==> src/sv/b64d_pkg.sv <==
// Shared types, constants and the character classifier of the base64 decoder.
package b64d_pkg;

   // Largest number of bytes carried by one decode job, most significant byte first
   localparam int JOB_BYTES = 3;

   // Sextet code returned for characters outside the alphabet
   localparam logic [6:0] SEXTET_INVALID = 7'h40;

   // Special alphabet characters
   localparam logic [7:0] CHAR_PLUS  = 8'h2b;
   localparam logic [7:0] CHAR_SLASH = 8'h2f;

   // One decoded input item waiting for the result side
   typedef struct packed {
      logic [23:0] bytes;   // first byte in [23:16]
      logic [1:0]  count;   // bytes carried, 0..3
      logic        eos;     // item closed the string
   } job_type;

   // Map a character to its six-bit value; bit 6 set means not in the alphabet
   function automatic logic [6:0] sextet_of(input logic [7:0] c);
      logic [6:0] v;
      v = SEXTET_INVALID;
      if (c >= 8'h41 && c <= 8'h5a) begin
         v = 7'(c - 8'h41);
      end else if (c >= 8'h61 && c <= 8'h7a) begin
         v = 7'(c - 8'h61 + 8'd26);
      end else if (c >= 8'h30 && c <= 8'h39) begin
         v = 7'(c - 8'h30 + 8'd52);
      end else if (c == CHAR_PLUS) begin
         v = 7'd62;
      end else if (c == CHAR_SLASH) begin
         v = 7'd63;
      end
      return v;
   endfunction

endpackage

==> src/sv/b64d_ifs.sv <==
// Valid/ready channel interfaces for encoded characters and decoded bytes.
interface b64d_req_if;
   logic       valid;
   logic       ready;
   logic [7:0] char_in;
   logic       end_of_string;

   modport source (output valid, output char_in, output end_of_string, input ready);
   modport sink   (input valid, input char_in, input end_of_string, output ready);
endinterface

interface b64d_rsp_if;
   logic       valid;
   logic       ready;
   logic [7:0] data_byte;
   logic       byte_valid;
   logic       run_last;
   logic       message_end;

   modport source (output valid, output data_byte, output byte_valid,
                   output run_last, output message_end, input ready);
   modport sink   (input valid, input data_byte, input byte_valid,
                   input run_last, input message_end, output ready);
endinterface

==> src/sv/b64d_front.sv <==
// Front end: accepts characters, tracks the group state and forms decode jobs.
module b64d_front (
   input  logic               clock,
   input  logic               reset,
   b64d_req_if.sink           req_ch,
   input  logic               q_full,
   output logic               push,
   output b64d_pkg::job_type  push_job
);

   logic [1:0]  count_ff, count_in;
   logic [17:0] store_ff, store_in;
   logic        stopped_ff, stopped_in;

   logic        accept;
   logic [6:0]  sx;
   logic        is_val, grow, full, do_flush;
   logic [1:0]  k_new, fk;
   logic [17:0] s_new, fs;
   logic [23:0] bytes;
   logic [1:0]  nbytes;
   logic        eos;

   assign req_ch.ready = !q_full;
   assign accept       = req_ch.valid && !q_full;
   assign eos          = req_ch.end_of_string;

   // Classify the character and work out the group after it
   always_comb begin
      sx       = b64d_pkg::sextet_of(req_ch.char_in);
      is_val   = !sx[6];
      grow     = !stopped_ff && is_val;
      full     = grow && (count_ff == 2'd3);
      k_new    = count_ff + 2'd1;
      s_new    = {store_ff[11:0], sx[5:0]};
      do_flush = !stopped_ff && (!is_val || eos);
      fk       = is_val ? (full ? 2'd0 : k_new) : count_ff;
      fs       = is_val ? s_new : store_ff;
   end

   // Form the bytes of a full group or of a flushed partial group
   always_comb begin
      bytes  = '0;
      nbytes = 2'd0;
      priority if (full) begin
         bytes  = {store_ff, sx[5:0]};
         nbytes = 2'd3;
      end else if (do_flush && fk == 2'd2) begin
         bytes  = {fs[11:4], 16'h0000};
         nbytes = 2'd1;
      end else if (do_flush && fk == 2'd3) begin
         bytes  = {fs[17:10], fs[9:2], 8'h00};
         nbytes = 2'd2;
      end else begin
         // No byte from this character
         bytes  = '0;
         nbytes = 2'd0;
      end
   end

   // Queue a job when it carries bytes or closes the string
   assign push           = accept && (nbytes != 2'd0 || eos);
   assign push_job.bytes = bytes;
   assign push_job.count = nbytes;
   assign push_job.eos   = eos;

   // Advance the group state
   always_comb begin
      count_in   = count_ff;
      store_in   = store_ff;
      stopped_in = stopped_ff;
      if (accept) begin
         priority if (eos) begin
            count_in   = 2'd0;
            store_in   = '0;
            stopped_in = 1'b0;
         end else if (full) begin
            count_in = 2'd0;
            store_in = '0;
         end else if (grow) begin
            count_in = k_new;
            store_in = s_new;
         end else if (!stopped_ff) begin
            count_in   = 2'd0;
            store_in   = '0;
            stopped_in = 1'b1;
         end else begin
            // Ignore characters after a stop
            count_in   = count_ff;
            store_in   = store_ff;
            stopped_in = stopped_ff;
         end
      end
   end

   always_ff @(posedge clock) begin
      if (reset) begin
         count_ff   <= 2'd0;
         store_ff   <= '0;
         stopped_ff <= 1'b0;
      end else begin
         count_ff   <= count_in;
         store_ff   <= store_in;
         stopped_ff <= stopped_in;
      end
   end

endmodule

==> src/sv/b64d_queue.sv <==
// Short job queue between the front end and the result side.
module b64d_queue #(
   parameter int DEPTH = 4
) (
   input  logic               clock,
   input  logic               reset,
   input  logic               push,
   input  b64d_pkg::job_type  push_job,
   output logic               full,
   input  logic               pop,
   output b64d_pkg::job_type  head_job,
   output logic               empty
);

   localparam int PTR_W = (DEPTH > 1) ? $clog2(DEPTH) : 1;
   localparam int CNT_W = $clog2(DEPTH + 1);

   b64d_pkg::job_type entries_ff [DEPTH];
   logic [PTR_W-1:0]  wr_ptr_ff, wr_ptr_in;
   logic [PTR_W-1:0]  rd_ptr_ff, rd_ptr_in;
   logic [CNT_W-1:0]  fill_ff, fill_in;
   logic              do_push, do_pop;

   assign full     = (fill_ff == CNT_W'(DEPTH));
   assign empty    = (fill_ff == '0);
   assign do_push  = push && !full;
   assign do_pop   = pop && !empty;
   assign head_job = entries_ff[rd_ptr_ff];

   // Advance pointers with wrap and track the fill level
   always_comb begin
      wr_ptr_in = wr_ptr_ff;
      rd_ptr_in = rd_ptr_ff;
      if (do_push) begin
         wr_ptr_in = (wr_ptr_ff == PTR_W'(DEPTH - 1)) ? '0 : wr_ptr_ff + PTR_W'(1);
      end
      if (do_pop) begin
         rd_ptr_in = (rd_ptr_ff == PTR_W'(DEPTH - 1)) ? '0 : rd_ptr_ff + PTR_W'(1);
      end
      fill_in = fill_ff + CNT_W'(do_push) - CNT_W'(do_pop);
   end

   always_ff @(posedge clock) begin
      if (reset) begin
         wr_ptr_ff <= '0;
         rd_ptr_ff <= '0;
         fill_ff   <= '0;
      end else begin
         wr_ptr_ff <= wr_ptr_in;
         rd_ptr_ff <= rd_ptr_in;
         fill_ff   <= fill_in;
      end
   end

   // Write the job into its slot
   always_ff @(posedge clock) begin
      if (do_push) begin
         entries_ff[wr_ptr_ff] <= push_job;
      end
   end

endmodule

==> src/sv/b64d_back.sv <==
// Result side: unpacks queued jobs into one registered result per cycle while a job waits and the receiver is ready.
module b64d_back (
   input  logic               clock,
   input  logic               reset,
   input  b64d_pkg::job_type  head_job,
   input  logic               empty,
   output logic               pop,
   b64d_rsp_if.source         rsp_ch
);

   logic [1:0] idx_ff, idx_in;
   logic       valid_ff, valid_in;
   logic [7:0] byte_ff, byte_in;
   logic       bvalid_ff, bvalid_in;
   logic       last_ff, last_in;
   logic       mend_ff, mend_in;

   logic       load;
   logic [1:0] nres;
   logic       is_last;

   assign load    = !empty && (!valid_ff || rsp_ch.ready);
   assign nres    = (head_job.count == 2'd0) ? 2'd1 : head_job.count;
   assign is_last = (idx_ff == nres - 2'd1);
   assign pop     = load && is_last;

   // Pick the next byte of the head job
   always_comb begin
      unique case (idx_ff)
         2'd0:    byte_in = head_job.bytes[23:16];
         2'd1:    byte_in = head_job.bytes[15:8];
         default: byte_in = head_job.bytes[7:0];
      endcase
      bvalid_in = (head_job.count != 2'd0);
      last_in   = is_last;
      mend_in   = is_last && head_job.eos;
   end

   // Step through the job and hold the output while stalled
   always_comb begin
      idx_in   = idx_ff;
      valid_in = valid_ff;
      if (load) begin
         idx_in   = is_last ? 2'd0 : idx_ff + 2'd1;
         valid_in = 1'b1;
      end else if (rsp_ch.ready) begin
         valid_in = 1'b0;
      end
   end

   always_ff @(posedge clock) begin
      if (reset) begin
         idx_ff   <= 2'd0;
         valid_ff <= 1'b0;
      end else begin
         idx_ff   <= idx_in;
         valid_ff <= valid_in;
      end
   end

   always_ff @(posedge clock) begin
      if (load) begin
         byte_ff   <= byte_in;
         bvalid_ff <= bvalid_in;
         last_ff   <= last_in;
         mend_ff   <= mend_in;
      end
   end

   assign rsp_ch.valid       = valid_ff;
   assign rsp_ch.data_byte   = byte_ff;
   assign rsp_ch.byte_valid  = bvalid_ff;
   assign rsp_ch.run_last    = last_ff;
   assign rsp_ch.message_end = mend_ff;

endmodule

==> src/sv/base64_decoder.sv <==
// Top level of the streaming base64 decoder.
//
//   channel  dir  payload                                        handshake
//   req_ch   in   char_in[8], end_of_string                      valid/ready
//   rsp_ch   out  data_byte[8], byte_valid, run_last, message_end valid/ready
//
// Takes one character per cycle; ready drops only when the job queue is full.
// Gives one result per cycle while rsp_ch is ready; a full group gives three results.
// An accepted item is written into the job queue, then loaded into the registered result.
// QUEUE_DEPTH jobs of up to three bytes absorb output stalls and bursts.
// Reset is synchronous and clears group state, queue pointers and output valid.
module base64_decoder #(
   parameter int QUEUE_DEPTH = 4
) (
   input  logic        clock,
   input  logic        reset,
   b64d_req_if.sink    req_ch,
   b64d_rsp_if.source  rsp_ch
);

   logic              q_push, q_full, q_pop, q_empty;
   b64d_pkg::job_type q_in_job, q_head_job;

   b64d_front u_front (
      .clock    (clock),
      .reset    (reset),
      .req_ch   (req_ch),
      .q_full   (q_full),
      .push     (q_push),
      .push_job (q_in_job)
   );

   b64d_queue #(
      .DEPTH (QUEUE_DEPTH)
   ) u_queue (
      .clock    (clock),
      .reset    (reset),
      .push     (q_push),
      .push_job (q_in_job),
      .full     (q_full),
      .pop      (q_pop),
      .head_job (q_head_job),
      .empty    (q_empty)
   );

   b64d_back u_back (
      .clock    (clock),
      .reset    (reset),
      .head_job (q_head_job),
      .empty    (q_empty),
      .pop      (q_pop),
      .rsp_ch   (rsp_ch)
   );

endmodule

==> src/flat_wrapper.sv <==
// flat-port wrapper written by rule: the top's interface ports become plain ports
module base64_decoder_flat 
#(
   parameter int QUEUE_DEPTH = 4
)
  (clock, reset, req_ch_valid, req_ch_char_in, req_ch_end_of_string, req_ch_ready, rsp_ch_valid, rsp_ch_data_byte, rsp_ch_byte_valid, rsp_ch_run_last, rsp_ch_message_end, rsp_ch_ready);
  b64d_req_if req_ch_i ();
  b64d_rsp_if rsp_ch_i ();
  input  logic clock;
  input  logic reset;
  input wire logic [$bits(req_ch_i.valid)-1:0] req_ch_valid;
  input wire logic [$bits(req_ch_i.char_in)-1:0] req_ch_char_in;
  input wire logic [$bits(req_ch_i.end_of_string)-1:0] req_ch_end_of_string;
  output wire logic [$bits(req_ch_i.ready)-1:0] req_ch_ready;
  output wire logic [$bits(rsp_ch_i.valid)-1:0] rsp_ch_valid;
  output wire logic [$bits(rsp_ch_i.data_byte)-1:0] rsp_ch_data_byte;
  output wire logic [$bits(rsp_ch_i.byte_valid)-1:0] rsp_ch_byte_valid;
  output wire logic [$bits(rsp_ch_i.run_last)-1:0] rsp_ch_run_last;
  output wire logic [$bits(rsp_ch_i.message_end)-1:0] rsp_ch_message_end;
  input wire logic [$bits(rsp_ch_i.ready)-1:0] rsp_ch_ready;
  assign req_ch_i.valid = req_ch_valid;
  assign req_ch_i.char_in = req_ch_char_in;
  assign req_ch_i.end_of_string = req_ch_end_of_string;
  assign req_ch_ready = req_ch_i.ready;
  assign rsp_ch_valid = rsp_ch_i.valid;
  assign rsp_ch_data_byte = rsp_ch_i.data_byte;
  assign rsp_ch_byte_valid = rsp_ch_i.byte_valid;
  assign rsp_ch_run_last = rsp_ch_i.run_last;
  assign rsp_ch_message_end = rsp_ch_i.message_end;
  assign rsp_ch_i.ready = rsp_ch_ready;
  base64_decoder #(.QUEUE_DEPTH(QUEUE_DEPTH)) u_core (.clock(clock), .reset(reset), .req_ch(req_ch_i), .rsp_ch(rsp_ch_i));
endmodule
==> config.mk <==
export PLATFORM = sky130hd
export DESIGN_NAME = base64_decoder_flat
export DESIGN_NICKNAME = d
export VERILOG_FILES = /design/src/sv/b64d_pkg.sv /design/src/sv/b64d_ifs.sv /design/src/sv/b64d_front.sv /design/src/sv/b64d_queue.sv /design/src/sv/b64d_back.sv /design/src/sv/base64_decoder.sv /design/src/flat_wrapper.sv
export SDC_FILE = /design/constraint.sdc
export NUM_CORES = 1
export LEC_CHECK = 0
export ABC_AREA = 0
export BUFFER_PORTS_ARGS = -buffer_cell sky130_fd_sc_hd__buf_2
export CORE_MARGIN = 4
export CORE_UTILIZATION = 40
export CTS_BUF_LIST = sky130_fd_sc_hd__clkbuf_8
export CTS_CLUSTER_SIZE = 30
export DETAILED_ROUTE_END_ITERATION = 8
export SYNTH_ARGS = -nofsm -noshare
export SYNTH_HDL_FRONTEND = slang
export SYNTH_HIERARCHICAL = 1
export SYNTH_SLANG_ARGS = --single-unit
==> constraint.sdc <==
create_clock -name clock -period 3.5 [get_ports clock]
set_clock_uncertainty 0.15 [all_clocks]
set_input_delay 0.525 -clock clock [delete_from_list [all_inputs] [get_ports clock]]
set_output_delay 0.525 -clock clock [all_outputs]
set_load 0.005 [all_outputs]
==> results of run 1 <==
-- critical path: stages (launching register included) --
cell and delay, ns:
dfxtp_4 0.38, mux4_2 0.54, and4b_1 0.24, or3_4 0.38
and2_1 0.18, o31ai_2 0.07, inv_1 0.12, ha_4 0.27
inv_2 0.04, ha_4 0.15, fa_2 0.36, xnor2_2 0.15
xnor2_1 0.14, nor2_1 0.07
-- timing repair --
action | CTS | global route
setup buffers | 0 | 3
pin swaps | 0 | 3
hold endpoints to repair | 0 | 0
resized for setup | 1 | 2
endpoints found under the setup margin | 1 | 1
-- flip-flops by register name, summed over array words and instances, names as in the netlist, 2 cells and up, named ones only --
name,flops
u_core/u_front/store_ff,18
u_core/u_back/rsp_ch.data_byte,8
u_core/u_queue/fill_ff,3
u_core/u_back/idx_ff,2
u_core/u_queue/wr_ptr_ff,2
u_core/u_queue/rd_ptr_ff,2
u_core/u_front/count_ff,2
u_core/u_queue/entries_ff,108
-- cells in the final DEF, fill, tap and decap left out, types with 16 or more instances in the layout --
master and instances:
nand2_1 31, edfxtp_1 119, buf_4 35, inv_1 23, buf_2 25, a21oi_1 16
clkbuf_8 21, mux4_2 27, nor2_1 31, a22oi_1 24, nand3_1 16, dfxtp_1 32
-- cell type report --
| cell class | count | share of cell area, % |
|---|---|---|
| inverters | 24 | 1.150 |
| flip-flops and latches | 152 | 52.62 |
| clock inverters | 11 | 1.305 |
| well taps | 220 | 3.418 |
| clock buffers | 21 | 3.589 |
| repair buffers | 64 | 5.810 |
| multi-input cells | 297 | 32.11 |
-- final timing paths --
check,start,endpoint,slack [ns],cells after the start
max reg2reg,register,u_core/u_queue/fill_ff[2],0.12,13
max,register,u_core/u_queue/fill_ff[2],0.12,13
min,req_ch_end_of_string,u_core/u_front/stopped_ff,0.24,2
min reg2reg,u_core/u_front/store_ff[1],u_core/u_front/store_ff[1],0.35,2
-- power by group through the flow --
stage / Clock [mW] / Sequential [mW] / Combinational [mW]
final: 1.32 / 2.22 / 0.994
after global routing: 1.43 / 2.23 / 1.10
after CTS: 1.34 / 2.22 / 0.997
after detailed placement: 0 / 2.26 / 0.994
after global placement: 0 / 2.25 / 0.973
after floorplan: 0 / 2.25 / 0.654
-- per-stage QoR --
stage               power [mW]  utilization (%)  hold slack [ns]  instance area, sq um
floorplan                2.901                -           0.3059                  7034
finish                   4.526            47.89           0.2386                  8054
detailed placement       3.251            45.34           0.3359                  7625
global placement         3.220            45.34           0.3241                  7625
CTS                      4.558            47.69           0.2227                  8021
global route             4.763            47.89           0.2404                  8054
-- metal layers --
layer	share of wire, %	up-vias	global-route usage (%)
li1	-	2037	-
met1	45	2197	20.52
met2	49	104	25.25
met3	3.9	21	3.636
met4	2.4	0	6.374
met5	0	-	0
-- cell families (layout without fill, tap and decap cells) --
group | Yosys count | count (layout)
mux | 35 | 35
xor+xnor | 6 | 6
fa+ha+maj | 19 | 19
compound gates | 100 | 100
flops | 152 | 152
simple gates | 137 | 137
buf+inv | 43 | 120
-- cells in the mapped netlist (all sizes together), types with 7 or more instances --
| library cell | n |
|---|---|
| dfxtp | 33 |
| nand2 | 31 |
| inv | 24 |
| nor2 | 32 |
| o22ai | 7 |
| nor2b | 11 |
| nand3 | 16 |
| mux4 | 27 |
| and3 | 8 |
| a21oi | 17 |
| edfxtp | 119 |
| mux2i | 8 |
| buf | 12 |
| clkbuf | 7 |
| o21ai | 12 |
| nor3 | 8 |
| a22oi | 24 |
| ha | 18 |
==> reports/results.ini, run 1 <==
[route]
wirelength_um=14770
firstDrtPassIters=5
drt-initial-drc-count=390
route.detailed.drc=0
route.vias.total=4359
wl_per_cell_um=18.72
vias_per_cell=5.525
drt.antenna.violating_nets=0

[global_routing]
grt_max_degree=34
grt_antenna_before_repair=0
grt_pass1_wl_um=23830
grt_overflow_total=0
grt_use_total_pct=15.66
grt_pass1_vias=4450

[final_layout]
final_cell_count_no_fill=789
syn2layout_area_growth_pct=16.07
multi_input_area_sq_mm=0.002586
insertedDiodeCount=0
final_nets=588
seqCellArea_sq_mm=0.004238
final_layout_size_suffix_gt1_share_pct=27.59
fillerInstances=1507

[synthesis]
async_flop_share_pct=0
syn_inst=492
synth_xor_xnor_area_share_pct=0.7573
synth-adder-area-share_pct=3.534
ys_ff_latch=152
synth_edf_count=119
syn_nets=524
synthMuxAreaShare_pct=9.917
synthFlopType=edfxtp_1
synth_top_area_cell=edfxtp_1
synth_warnings=6
synth_top_family_by_area=compound AO/OA/AOI/OAI gates
synthSimpleGateAreaFrac_pct=10.51
synth_compound_area_share_pct=11.31
syn_area_sq_mm=0.006939
synth_top_area_share_pct=51.50
syn_area_per_cell_sq_um=14.10
ys_seq_area_share_pct=61.02
yosys-top-cells-area=edfxtp_1 51%, dfxtp_1 9.5%, mux4_2 8.8%
yosysUniqueCellTypes=71

[placed_design]
dp_slack_ns=-0.1936
dp_cells=754
port_buffers=25
globalplace.congestion=0.8922
dp_hpwl_um=9897

[floorplan]
ios=26
rows=47
die_x_um=139.7
dieArea_sq_mm=0.01952
core_sq_mm=0.01682
start_util_pct=41.26
die_h_um=139.7

[setup_path]
end_kind=register
critPathKind=register to register
arrival_ns=3.54
path_max_fanout=5
startpoint_type=register
cp.required_ns=3.66

[pwr]
comb_power_share_pct=22.0
p_switching_mw=1.234
p_per_area_mw_per_mm2=562.0
intPower_mw=3.292
pwr-share-seq_pct=48.9
vdd_drop_max_mv=0.2287
power_frac_clock_pct=29.1
swShare_pct=27.26
leakage_nw=2.882

[sta]
fin_crit_ns=3.376
fmax_mhz=296.2
timing.final.hold_violations=0
finalSetupViolations=0
relSlewSlack_pct=50.50
slew_viol_final=0
fin_ws_ns=0.1238
fin_crit_sh_pct=96.46
setup_tns_ns=0
tightest_slew_ns=0.7398

[cts]
cts_tree=yes
clk_pin_slew_ns=0.08
clk_latency_ns=0.45
clock_sinks=152
cts_buffers=17
cts-root-buf=clkbuf_8
hold_buffers=0
h-tree-depth=4
clock_path_buffers=2

[hold_path]
worstHoldPathType=primary input to register

[status]
status=completed

[run]
maxCapViolations=0

No activity file was read; power rests on OpenSTA's default activity.
==> inputs of run 2 (changes only) <==
Settings changed: CELL_PAD_IN_SITES_DETAIL_PLACEMENT set to 2, CELL_PAD_IN_SITES_GLOBAL_PLACEMENT set to 2, PLACE_DENSITY_LB_ADDON set to 0.1.
==> reports/results.ini, run 2 (synthesis results as in run 1) <==
[sta]
rsz0062_at_grt=false
timing.final.hold_violations=0  ; unchanged
tightest_slew_ns=0.7677  ; +0.02798 ns
slew_viol_final=0  ; unchanged
finalSetupViolations=0  ; unchanged
fin_crit_ns=3.373  ; -0.003065 ns
fin_ws_ns=0.1269  ; +0.003065 ns
setup_tns_ns=0  ; unchanged
relSlewSlack_pct=48.42  ; -2.1 points
fmax_mhz=296.5  ; about the same
fin_crit_sh_pct=96.37  ; about the same
whs_ns=0.2499  ; +0.01130 ns

[floorplan]
rows=47  ; unchanged
start_util_pct=41.26  ; unchanged
dieArea_sq_mm=0.01952  ; unchanged
core_sq_mm=0.01682  ; unchanged
ios=26  ; unchanged
die_h_um=139.7  ; unchanged
die_x_um=139.7  ; unchanged

[final_layout]
largest_reg_flops=108  ; unchanged
final_nets=590  ; +0.34%
final_cell_mix=119 x edfxtp_1, 37 x buf_4, 32 x dfxtp_1
insertedDiodeCount=0  ; unchanged
final_layout_size_suffix_gt1_share_pct=28.37  ; +0.78 points
final_cell_count_no_fill=791  ; +0.25%
final_common_cell=edfxtp_1
fillerInstances=1661  ; +10%
syn2layout_area_growth_pct=16.84
regMostFlops=u_core/u_queue/entries_ff

[pwr]
finalPower_mw=4.727  ; +4.4%
p_per_area_mw_per_mm2=583.0  ; +3.7%
leakage_nw=2.903  ; +0.74%
vdd_drop_max_mv=0.2338  ; +2.2%

[setup_path]
r2r_end=u_core/u_queue/fill_ff[2]
startpoint_type=register
path_max_fanout=4  ; -1
arrival_ns=3.55  ; about the same
r2r_slack_ns=0.13  ; about the same
critPathKind=register to register
cp.required_ns=3.67  ; about the same
end_kind=register
ff2ff_path_depth=13  ; unchanged

[cts]
cts_buffers=17  ; unchanged
clock_sinks=152  ; unchanged
clock_path_buffers=2  ; unchanged
cts-root-buf=clkbuf_8
h-tree-depth=4  ; unchanged
hold_buffers=0  ; unchanged
cts_tree=yes
clk_latency_ns=0.46  ; about the same
clk_pin_slew_ns=0.08  ; about the same

[placed_design]
dp_hpwl_um=13130  ; +33%
port_buffers=25  ; unchanged
globalplace.congestion=0.7876  ; -12%
dp_cells=756  ; +0.27%
dp_slack_ns=-0.2849  ; -0.09131 ns

[global_routing]
grt_pass1_vias=5054  ; +14%
grt_max_degree=34  ; unchanged
grt_pass1_wl_um=29770  ; +25%
grt_antenna_before_repair=0  ; unchanged
grt_use_total_pct=19.95  ; +4.3 points
grt_overflow_total=0  ; unchanged

[route]
wl_per_cell_um=23.91  ; +28%
route.vias.total=4465  ; +2.4%
route.detailed.drc=0  ; unchanged
firstDrtPassIters=4  ; -1
drt-initial-drc-count=297  ; -24%
drt.antenna.violating_nets=0  ; unchanged
wirelength_um=18910  ; +28%
vias_per_cell=5.645  ; +2.2%

[run]
maxCapViolations=0  ; unchanged

[status]
status=completed

[hold_path]
hold_path_depth=2  ; unchanged
worstHoldPathType=primary input to register
hp-start=req_ch_end_of_string
holdPathEnd=u_core/u_front/stopped_ff

[run 2: changes by cell type in the layout (fill, tap and decap cells not counted)]
| cell | previous run | this run |
|---|---|---|
| and2_1 | 5 | 4 |
| and2_4 | 1 | 2 |
| buf_4 | 35 | 37 |
| bufinv_16 | 2 | 4 |
| clkbuf_8 | 21 | 18 |
| clkinv_1 | 2 | 1 |
| clkinv_4 | 1 | 2 |
| clkinvlp_4 | 1 | 2 |
| inv_1 | 23 | 22 |
| inv_6 | 0 | 1 |
[run 2: layout make-up]
type                    instances  area [sq um]  share of cell area [%]
flip-flops and latches        152          4238                   52.27
multi-input cells             297          2589                   31.93
repair buffers                 66         483.0                   5.957
well taps                     220         275.3                   3.395
clock buffers                  18         247.7                   3.056
clock inverters                14         182.7                   2.253
inverters                      24         92.59                   1.142
[run 2: how the worst max path moves through the flow]
stage / slack [ns] / start / to / cells after the start
6_report: 0.13 / register / u_core/u_queue/fill_ff[2] / 13
5_1_grt: 0.03 / register / u_core/u_queue/fill_ff[2] / 13
3_3_place_gp: -0.18 / req_ch_char_in[2] / u_core/u_queue/fill_ff[2] / 18
4_1_cts: 0.0007 / register / u_core/u_queue/fill_ff[2] / 13
2_1_floorplan: -0.04 / req_ch_char_in[2] / u_core/u_queue/fill_ff[2] / 19
3_5_place_dp: -0.28 / req_ch_char_in[2] / u_core/u_queue/fill_ff[2] / 18
[run 2: where the power goes]
group	switching, mW	internal, mW
clock network	0.665	0.789
registers	0.0852	2.14
logic	0.576	0.470
total	1.33	3.40
[run 2: timing repair]
| action | 4_1_cts | 5_1_grt |
|---|---|---|
| pin swaps | 1 | 5 |
| gates resized for setup | 2 | 2 |
| endpoints found under the setup margin | 1 | 1 |
| cloned | 0 | 0 |
| buffers inserted | 2 | 1 |
[run 2: critical path, stage by stage (launching register included)]
cell and delay, ns:
dfxtp_4 0.38, mux4_2 0.56, and4b_1 0.25, or3_4 0.38
and2_4 0.18, o31ai_2 0.06, inv_1 0.11, ha_4 0.27
inv_2 0.03, ha_4 0.14, fa_2 0.34, xnor2_2 0.14
xnor2_1 0.16, nor2_1 0.07
[run 2: layer usage]
layer  track usage (%)  wire length [um]  vias up
li1                  -                 -     2042
met1             25.42              8239     2323
met2             34.62              9849       78
met3             3.739               576       22
met4             6.068               243        0
met5                 0                 0        -
[run 2: metrics by stage]
step | area, sq um | util [%]
after floorplan | 7034 | -
after global placement | 7640 | 45.42
after detailed placement | 7640 | 45.42
after CTS | 8093 | 48.12
after global routing | 8108 | 48.21
final | 8108 | 48.21
==> inputs of run 3 (changes only) <==
Settings changed: ABC_AREA 0 to 1, CORE_UTILIZATION 40 to 38.
==> reports/results.ini, run 3 <==
[status]
status=completed

[sta]
fin_crit_sh_pct=89.52  ; -6.9 points
setup_tns_ns=0  ; unchanged
rsz0062_at_grt=false
finalSetupViolations=0  ; unchanged
slew_viol_final=0  ; unchanged
fmax_mhz=319.2  ; +7.7%
fin_crit_ns=3.133  ; -0.2398 ns
timing.final.hold_violations=0  ; unchanged
relSlewSlack_pct=61.05  ; +13 points
tightest_slew_ns=0.5843  ; -0.1835 ns
whs_ns=0.2049  ; -0.04500 ns

[cts]
cts-root-buf=clkbuf_8
clk_latency_ns=0.45  ; about the same
clk_pin_slew_ns=0.09  ; about the same
cts_tree=yes
cts_buffers=17  ; unchanged
hold_buffers=0  ; unchanged
clock_sinks=152  ; unchanged
h-tree-depth=4  ; unchanged
cts_resized=0  ; -2
clock_path_buffers=2  ; unchanged
postCtsSetupBuffers=0  ; -2

[placed_design]
globalplace.congestion=0.8293  ; +5.3%
dp_hpwl_um=15340  ; +17%
port_buffers=25  ; unchanged
dp_cells=1034  ; +37%

[final_layout]
final_layout_size_suffix_gt1_share_pct=19.10  ; -9.3 points
syn2layout_area_growth_pct=11.57
fillerInstances=2141  ; +29%
final_cell_count_no_fill=1066  ; +35%
multi_input_area_sq_mm=0.002768  ; +6.9%
seqCellArea_sq_mm=0.004235  ; about the same
final_nets=820  ; +39%
largest_reg_flops=108  ; unchanged
postLayoutCoreUtil_pct=43.21  ; -5.0 points
final_common_cell=nand2_1
regMostFlops=u_core/u_queue/entries_ff
insertedDiodeCount=0  ; unchanged
final_cell_mix=123 x nand2_1, 119 x edfxtp_1, 96 x nor2_1

[setup_path]
startpoint_type=primary input
end_kind=register
cp.required_ns=3.67  ; about the same
crit_path_start=req_ch_char_in[2]
arrival_ns=3.30  ; -0.25 ns
critPathKind=primary input to register
path_max_fanout=6  ; +2

[run]
maxCapViolations=0  ; unchanged

[floorplan]
dieArea_sq_mm=0.02215  ; +13%
die_x_um=148.8  ; +6.5%
core_sq_mm=0.01946  ; +16%
die_h_um=148.8  ; +6.5%
start_util_pct=38.73  ; -2.5 points
ios=26  ; unchanged
rows=51  ; +8.5%

[global_routing]
grt_pass1_vias=6247  ; +24%
grt_use_total_pct=20.20  ; +0.24 points
grt_max_degree=49  ; +44%
grt_pass1_wl_um=34500  ; +16%
grt_antenna_before_repair=0  ; unchanged
grt_overflow_total=0  ; unchanged

[synthesis]
ys_ff_latch=152  ; unchanged
syn_inst=750  ; +52%
synth_common_cells=123 x nand2_1, 119 x edfxtp_1, 100 x nor2_1
synth_top_area_cell=edfxtp_1
yosysUniqueCellTypes=46  ; -35%
yosysMostFrequentCell=nand2_1
async_flop_share_pct=0  ; unchanged
syn_area_per_cell_sq_um=10.05  ; -29%
yosys-top-cells-area=edfxtp_1 47%, dfxtp_1 8.8%, nand2_1 6.1%
synth_top_area_share_pct=47.41  ; -4.1 points
syn_area_sq_mm=0.007537  ; +8.6%
syn_nets=782  ; +49%
synthFlopType=edfxtp_1
synth_edf_count=119  ; unchanged
ys_seq_area_share_pct=56.18  ; -4.8 points
synth_warnings=6  ; unchanged

[route]
drt.antenna.violating_nets=0  ; unchanged
wirelength_um=21390  ; +13%
vias_per_cell=5.198  ; -7.9%
firstDrtPassIters=4  ; unchanged
route.detailed.drc=0  ; unchanged
drt-initial-drc-count=309  ; +4.0%
route.vias.total=5541  ; +24%
wl_per_cell_um=20.06  ; -16%

[hold_path]
hp-start=req_ch_end_of_string
worstHoldPathType=primary input to register

[pwr]
vdd_drop_max_mv=0.2602  ; +11%
p_per_area_mw_per_mm2=617.2  ; +5.9%
finalPower_mw=5.191  ; +9.8%
leakage_nw=3.214  ; +11%

## run 3: cell types whose count changed after synthesis, sizes merged, moves of 11 or more
| cell | delta |
|---|---|
| o21ai | +68 |
| inv | +41 |
| nor2 | +77 |
| nor2b | -11 |
| nand2 | +121 |
| buf | +16 |
| mux4 | -27 |
| nand3 | +17 |
| o22ai | +20 |
| nand4 | +18 |
## run 3: final timing paths
kind | endpoint | slack (ns) | cells past startpoint
max | u_core/u_queue/fill_ff[1] | 0.37 | 20
min | u_core/u_queue/entries_ff[3][0] | 0.20 | 1
max reg2reg | u_core/u_queue/fill_ff[1] | 0.40 | 16
min reg2reg | u_core/u_back/rsp_ch.valid | 0.37 | 2
## run 3: worst max-delay path, cell delays in order
cell and delay [ns]:
buf_2 0.12, inv_1 0.11, ha_1 0.27, nand2_1 0.10
a21oi_1 0.21, o21ai_2 0.12, nand2_4 0.09, nand3_4 0.13
nand3_2 0.09, nand2_2 0.08, nor2_8 0.11, nand2_4 0.07
a31oi_4 0.19, nand2_4 0.07, ha_1 0.27, inv_1 0.04
ha_1 0.18, fa_1 0.43, inv_1 0.06, nor2_1 0.03
## run 3: kinds of logic (layout without fill, tap and decap cells)
kind of cell,after synthesis,after routing,synth area share [%]
AO/OA/AOI/OAI,148,148,11.14
XOR/XNOR,8,8,0.9297
adder cells (fa/ha/maj),19,19,3.254
buffers and inverters,102,153,7.437
flip-flops,152,152,56.18
AND/OR/NAND/NOR,321,321,21.07
## run 3: power by group
group	switching [mW]	total [mW]	internal, mW
logic	1.02	1.51	0.492
registers	0.0876	2.27	2.18
clock network	0.745	1.41	0.662
## run 3: final cells by class
cell class / count / area share, %
sequential: 152 / 50.36
tap: 265 / 3.943
timing repair buffer: 54 / 4.672
multi-input combinational: 496 / 32.91
inverter: 67 / 3.229
clock buffer: 17 / 2.782
clock inverter: 15 / 2.098
## run 3: layer usage
layer	wire length (um)	track usage, %	vias to the layer above
li1	-	-	2656
met2	11410	37.85	66
met5	0	0	-
met4	204	4.668	0
met1	9229	24.52	2802
met3	541	2.887	17
## run 3: metrics by stage
stage | cell area, sq um | worst slack, ns
after floorplan | 7562 | -0.007139
after global placement | 7999 | 0.008209
after detailed placement | 7999 | -0.1085
after CTS | 8409 | 0.3391
after global routing | 8409 | 0.09071
final | 8409 | 0.3667
